`src/hdl/pee_pkg.sv`:
```
// package with types, constants and character codes of the postfix evaluator
package pee_pkg;

  localparam int unsigned StackDepthDefault = 128;
  localparam int unsigned DataWidth = 32;

  localparam logic [7:0] ChZero  = 8'h30;
  localparam logic [7:0] ChNine  = 8'h39;
  localparam logic [7:0] ChPlus  = 8'h2B;
  localparam logic [7:0] ChMinus = 8'h2D;
  localparam logic [7:0] ChStar  = 8'h2A;
  localparam logic [7:0] ChSlash = 8'h2F;
  localparam logic [7:0] ChCaret = 8'h5E;
  localparam logic [7:0] ChSpace = 8'h20;
  localparam logic [7:0] ChTab   = 8'h09;

  typedef enum logic [1:0] {
    ErrNone   = 2'd0,
    ErrUnder  = 2'd1,
    ErrOver   = 2'd2,
    ErrDivZero = 2'd3
  } err_e;

  typedef enum logic [1:0] {
    OpDiv = 2'd0,
    OpPow = 2'd1
  } alu_op_e;

  // request to and reply from the iterative arithmetic unit
  typedef struct packed {
    logic                 start;
    alu_op_e              op;
    logic [DataWidth-1:0] b;
    logic [DataWidth-1:0] a;
  } alu_req_t;

  typedef struct packed {
    logic                 done;
    logic [DataWidth-1:0] res;
  } alu_rsp_t;

endpackage

```
`src/hdl/pee_alu.sv`:
```
// iterative divider and power unit, one step a cycle
module pee_alu (
  input  logic              clk_i,
  input  logic              rst_ni,
  input  pee_pkg::alu_req_t req_i,
  output pee_pkg::alu_rsp_t rsp_o
);
  localparam int unsigned W = pee_pkg::DataWidth;

  logic            busy_q, busy_d;
  pee_pkg::alu_op_e op_q, op_d;
  logic [5:0]      cnt_q, cnt_d;
  logic [W-1:0]    acc_q, acc_d;   // remainder or running product
  logic [W-1:0]    x_q, x_d;       // quotient or squared base
  logic [W-1:0]    y_q, y_d;       // divisor magnitude or exponent
  logic            neg_q, neg_d;
  logic            done_q, done_d;

  logic [W-1:0]   nmag, dmag;
  logic [W:0]     trial;
  logic [W-1:0]   rem_sh;
  logic [2*W-1:0] prod;

  always_comb begin
    nmag = req_i.b[W-1] ? (~req_i.b + 1'b1) : req_i.b;
    dmag = req_i.a[W-1] ? (~req_i.a + 1'b1) : req_i.a;
  end

  // one step of the datapath
  always_comb begin
    busy_d = busy_q;
    op_d   = op_q;
    cnt_d  = cnt_q;
    acc_d  = acc_q;
    x_d    = x_q;
    y_d    = y_q;
    neg_d  = neg_q;
    done_d = 1'b0;
    rem_sh = {acc_q[W-2:0], x_q[W-1]};
    trial  = {1'b0, rem_sh} - {1'b0, y_q};
    prod   = '0;
    if (req_i.start) begin
      busy_d = 1'b1;
      op_d   = req_i.op;
      cnt_d  = '0;
      if (req_i.op == pee_pkg::OpDiv) begin
        acc_d = '0;
        x_d   = nmag;
        y_d   = dmag;
        neg_d = req_i.b[W-1] ^ req_i.a[W-1];
      end else begin
        acc_d = {{(W-1){1'b0}}, 1'b1};
        x_d   = req_i.b;
        y_d   = req_i.a[W-1] ? '0 : req_i.a;
        neg_d = 1'b0;
      end
    end else if (busy_q) begin
      if (op_q == pee_pkg::OpDiv) begin
        if (trial[W]) begin
          acc_d = rem_sh;
          x_d   = {x_q[W-2:0], 1'b0};
        end else begin
          acc_d = trial[W-1:0];
          x_d   = {x_q[W-2:0], 1'b1};
        end
        cnt_d = cnt_q + 6'd1;
        if (cnt_q == 6'(W - 1)) begin
          busy_d = 1'b0;
          done_d = 1'b1;
        end
      end else begin
        // alternate multiply of result and squaring of base
        if (!cnt_q[0]) begin
          prod = acc_q * x_q;
          if (y_q[0]) acc_d = prod[W-1:0];
        end else begin
          prod = x_q * x_q;
          x_d  = prod[W-1:0];
          y_d  = {1'b0, y_q[W-1:1]};
        end
        cnt_d = cnt_q + 6'd1;
        if (y_q == '0) begin
          busy_d = 1'b0;
          done_d = 1'b1;
        end
      end
    end
  end

  always_ff @(posedge clk_i or negedge rst_ni) begin
    if (!rst_ni) begin
      busy_q <= 1'b0;
      done_q <= 1'b0;
      cnt_q  <= '0;
      op_q   <= pee_pkg::OpDiv;
    end else begin
      busy_q <= busy_d;
      done_q <= done_d;
      cnt_q  <= cnt_d;
      op_q   <= op_d;
    end
  end

  always_ff @(posedge clk_i) begin
    acc_q <= acc_d;
    x_q   <= x_d;
    y_q   <= y_d;
    neg_q <= neg_d;
  end

  always_comb begin
    rsp_o.done = done_q;
    if (op_q == pee_pkg::OpDiv) rsp_o.res = neg_q ? (~x_q + 1'b1) : x_q;
    else rsp_o.res = acc_q;
  end
endmodule

```
`config.mk`:
```
export PLATFORM = sky130hd
export DESIGN_NAME = pee_alu
export DESIGN_NICKNAME = d
export VERILOG_FILES = /design/src/hdl/pee_pkg.sv /design/src/hdl/pee_alu.sv
export SDC_FILE = /design/constraint.sdc
export NUM_CORES = 2
export LEC_CHECK = 0
export BUFFER_PORTS_ARGS = -buffer_cell sky130_fd_sc_hd__buf_2
export CORE_MARGIN = 2
export CORE_UTILIZATION = 55
export CTS_CLUSTER_SIZE = 10
export DETAILED_ROUTE_END_ITERATION = 8
export HOLD_SLACK_MARGIN = 0.06
export PLACE_DENSITY = 0.83
export SLEW_MARGIN = 20
export SYNTH_ARGS = -nofsm -noshare
export SYNTH_HDL_FRONTEND = slang
export SYNTH_SLANG_ARGS = --single-unit
```
`constraint.sdc`:
```
create_clock -name clk_i -period 18.17 [get_ports clk_i]
set_input_delay 1.817 -clock clk_i [delete_from_list [all_inputs] [get_ports clk_i]]
set_output_delay 1.817 -clock clk_i [all_outputs]
set_load 0.005 [all_outputs]
```
### After elaboration in Yosys (flattened, before gate mapping)

Index checks and enable logic that the tools add are counted.

* bits in registers: 107
* latch bits: 0
* memory bits (writable): 0
* bits in read-only memories: 0
* word-level logic and storage cells: 67
* memories: 0

* add/sub/neg operators: 5
* $mul: 2
* divide/modulo/power cells: 0
* magnitude comparators: 0
* eq/ne operators: 3
* shift operators: 0
* muxes and demuxes: 35
* bitwise gates (word level): 4
* reductions and logical operators: 10

Operators by type and width (number)
* 32-bit two-way mux: 20
* 32-bit by 1-bit adder with 32-bit output (second input constant): 3
* 32-bit NOT: 3
* 32-bit by 32-bit multiplier with 32-bit output: 2
* 32-bit by 32-bit subtractor with 33-bit output: 1
* 32-bit logical NOT: 1
* 31-bit two-way mux: 1
* 1-bit two-way mux: 12
* 6-bit two-way mux: 2
* 6-bit by 1-bit adder with 6-bit output (second input constant): 1
* 6-bit by 5-bit equality test with 1-bit output (second input constant): 1
* 3-bit AND reduction: 2
* 3-bit nonzero test: 2
* 2-bit logical NOT: 2
* 2-bit nonzero test: 2
* 3-bit by 2-bit inequality test with 1-bit output (second input constant): 1
* 2-bit inequality test (second input constant): 1
* 2-bit AND reduction: 1
* 1-bit XOR: 1

### Logic depth before layout (Yosys ltp)

* word-level depth: 6
* depth in mapped cells: 28

### Worst setup path before layout

OpenSTA, ideal clock, no wires.

* kind: reg-to-reg
* from: register x_q[2]
* to: register acc_q[30], data pin
* arrival time: 7.512 ns
* data required time: 18.018 ns
* slack: 10.506 ns
* cell stages (with the launch flop): 27
* clock period less this slack: 7.664 ns
* cells stage by stage: edfxtp_1 -> clkbuf_1 -> clkbuf_1 -> clkbuf_1 -> nand2_1 -> fa_1 -> inv_1 -> fa_1 -> inv_1 -> fa_1 -> fa_1 -> inv_1 -> fa_1 -> fa_1 -> fa_1 -> fa_1 -> ha_1 -> clkbuf_1 -> and3_1 -> and3_1 -> nand4_1 -> or2_2 -> a21oi_1 -> o41ai_1 -> a211o_1 -> a32o_1 -> a31oi_1

* longest elaborated chain between the ends: 6

RTL lines
* start, declared: line pee_alu.sv:14 `logic [W-1:0] x_q, x_d;`
* start signal, assigned: line pee_alu.sv:106 `x_q <= x_d;`
* 32-bit by 32-bit multiplier with 32-bit output: line pee_alu.sv:74 `prod = acc_q * x_q;`
* 32-bit two-way mux: line pee_alu.sv:75 `if (y_q[0]) acc_d = prod[W-1:0];`
* 32-bit two-way mux: line pee_alu.sv:73 `if (!cnt_q[0]) begin`
* 32-bit two-way mux: line pee_alu.sv:58 `if (op_q == pee_pkg::OpDiv) begin`
* 32-bit two-way mux: line pee_alu.sv:57 `end else if (busy_q) begin`
* 32-bit two-way mux: line pee_alu.sv:42 `if (req_i.start) begin`
* end signal, assigned: line pee_alu.sv:105 `acc_q <= acc_d;`
* end, declared: line pee_alu.sv:13 `logic [W-1:0] acc_q, acc_d;`

Every way passes these cells. The select of a mux whose other input is x is not followed.
A chain may end at the register's enable or synchronous reset.

### Worst setup path after layout

Same ends and word-level chain as after synthesis.

==> results.md <==
- Worst-Margin Slew: 1.13 ns
- Buffers on Ports: 101
- Final Hold Viols: 0
- DR WL/cell: 20.1 um
- Drt pass-1 iters: 6
- M3 GR Usage: 7.18%
- Synthesized area per cell: 8.90 um^2
- Clock Path Buffers: 2
- Initial core utilization: 55.8%
- Net count after synthesis: 5455
- Largest cells by area after synthesis: fa_1, ha_1, inv_1
- Io pins: 102
- H-tree depth: 3
- CTS Hold Bufs: 0
- Sequential area share after synthesis: 8.23%
- Initial antenna violation count: 4
- Max-slew violations: 0
- Rel. slew slack: 24.9%
- PostCTS Resize Cnt: 0
- Die span in x: 268 um
- Synth Warn #: 0
- Drt initial violations: 2789
- Most frequent cells in the layout: inv_1, fa_1, nand2_1
- Synth Register Bits: 107
- Crit path time final: 8.23 ns
- Fin crit share: 45.3%
- Synth async-reset ratio: 9.35%
- GR peak layer: met2
- Max Cap Viol: 0
- Top_reg_cell synth: edfxtp_1
- Post-Synthesis Cells: 4320
- Worst EP arrival: 8.47 ns
- Dpl hpwl: 79.6 mm
- Largest area contributor in the netlist: fa_1
- Vias: 30700
- Area share of the largest cell type after synthesis: 40.3%
- Synth unique cells: 83
- Area growth syn-to-layout: 3.92%
- Final setup TNS: 0 ns
- Hold Path Class: flip-flop to flip-flop
- GP Congestion: 0.962
- F_max: 0.122 GHz
- Critical path type: flip-flop to flip-flop
- Post-Syn Area: 38400 um^2
- Met1 Resource Use GR: 37.8%
- Met2 Track Usage GR: 50.9%
- Largest net degree at the start of global routing: 77
- Clock sinks: 107
- Total congestion overflow: 0
- Die area: 72000 um^2
- Fin Hold WS: 0.570 ns
- Final ANT Viol Nets: 0
- Post-CTS setup buffers: 0
- Site Rows: 96
- Share of post-route cells with drive strength above 1: 4.97%
- Worst skew pair latency: 0.39 ns
- Crit start category: flip-flop
- Post-synth EDFFs: 97
- Clk slew on worst S/H paths: 0.09 ns
- First-pass GRT wire length: 171 mm
- Worst Setup End Kind: flip-flop
- Global Route Usage Sum: 30.6%
- Worst Skew: 0.0145 ns
- Worst path required time: 18.41 ns
- CP Launch Point: x_q[2]
- Hold Crit Start: cnt_q[5]
- Vias in the first global route: 32700
- CTS Buf Count: 9
- Crit Path Max Fanout: 39
- Drt total wl: 105 mm
- RSZ-0062 raised after global routing: false
- # DRC: 0
- Run status: completed
- Final setup fails: 0
- Clock tree root buffer cell: clkbuf_16
- Commonest non-fill, non-tap cell in the layout: inv_1
- Core Box Area: 68900 um^2
- Via count normalized by instance count: 5.90
- Die height: 268 um
- Final net count: 5394
- CTS tree: done
- R2R Path Start: x_q[2]
==> state kept, by name, indices dropped and copies added (netlist names) <==
signal and count:
op_q 2, x_q 32, y_q 32, busy_q 1, neg_q 1, done_q 1
acc_q 32, cnt_q 6
==> critical path, stage by stage (launching register included) <==
cell and delay [ns]:
edfxtp_1 0.46, buf_4 0.34, buf_4 0.53, nand2_1 0.16, fa_1 0.56, inv_1 0.05
fa_1 0.49, inv_1 0.05, fa_1 0.46, fa_1 0.55, inv_1 0.05, fa_1 0.49
fa_1 0.57, fa_1 0.43, fa_1 0.45, ha_1 0.44, and3_1 0.22, and3_1 0.24
nand4_1 0.10, or2_2 0.30, a21oi_1 0.25, o41ai_1 0.19, a211o_1 0.28, a32o_1 0.26
a31oi_1 0.14
==> cells by family (layout without fill, tap and decap cells) <==
kind of cell / Yosys count / count (layout) / share of synthesized area [%]
AOI/OAI and AO/OA: 513 / 513 / 8.50
adders and majority gates: 1066 / 1066 / 49.8
and+or+nand+nor: 1268 / 1268 / 16.6
DFF: 107 / 107 / 8.23
buffers and inverters: 1113 / 1057 / 11.0
xor gates and xnor gates: 215 / 215 / 4.90
other: 0 / 2 / 0
muxes: 38 / 38 / 0.996
==> synthesized netlist by cell type, drive strengths merged (4+ instances only) <==
| cell | number |
|---|---|
| o311a | 4 |
| nand4 | 13 |
| a221o | 4 |
| nor3 | 39 |
| a21oi | 138 |
| or2 | 10 |
| o22ai | 13 |
| a21o | 32 |
| dfrtp | 10 |
| nand3 | 26 |
| o21a | 14 |
| inv | 878 |
| nor2b | 14 |
| nor4 | 22 |
| o31a | 4 |
| o21bai | 7 |
| nand2b | 19 |
| o31ai | 23 |
| and2 | 400 |
| a22oi | 19 |
| edfxtp | 97 |
| and3 | 9 |
| or3 | 26 |
| o211ai | 13 |
| nand2 | 475 |
| nor3b | 9 |
| nor2 | 177 |
| a41oi | 4 |
| xor2 | 82 |
| xnor2 | 133 |
| or4b | 8 |
| ha | 293 |
| a211oi | 44 |
| o311ai | 6 |
| mux2i | 36 |
| clkbuf | 205 |
| or4 | 10 |
| fa | 773 |
| o41ai | 16 |
| a31oi | 15 |
| a221oi | 4 |
| a211o | 4 |
| buf | 27 |
| o21ai | 126 |
==> per-layer routing <==
layer | wire length (um) | part of all wire [%] | vias up
li1 | - | - | 13200
met1 | 37500 | 36 | 15200
met2 | 49800 | 48 | 1766
met3 | 11700 | 11 | 445
met4 | 5680 | 5.4 | 2
met5 | 13 | 0.012 | -
==> stage by stage <==
stage,instance area [um^2],cells,setup slack (ns),utilization [%]
floorplan,38400,4320,10.51,-
global placement,39600,5179,10.29,57.5
detailed placement,39600,5179,10.09,57.5
CTS,39900,5195,10.07,57.9
global route,39900,5196,9.53,57.9
finish,40000,5197,9.94,57.9
==> worst paths after layout <==
path	endpoint	slack (ns)	cells after the start
worst min register to register	cnt_q[5]	0.57	2
worst min-delay path	cnt_q[5]	0.57	2
max in group asynchronous	busy_q	16.72	1
min in group asynchronous	op_q[1]	1.26	1
worst max register to register	acc_q[30]	9.94	24
worst max-delay path	acc_q[30]	9.94	24
==> cell type report <==
type	count	area, um^2
clock buffers	9	225
well taps	931	1160
flip-flops and latches	107	3160
multi-input cells	3100	31100
fillers	5815	29000
diodes	2	5.00
inverters	880	3300
repair buffers	161	958
clock inverters	7	76.3
Power is left out: the tool's default activity adds up to more than one toggle a clock period on the data nets, which glitch-free logic cannot reach.
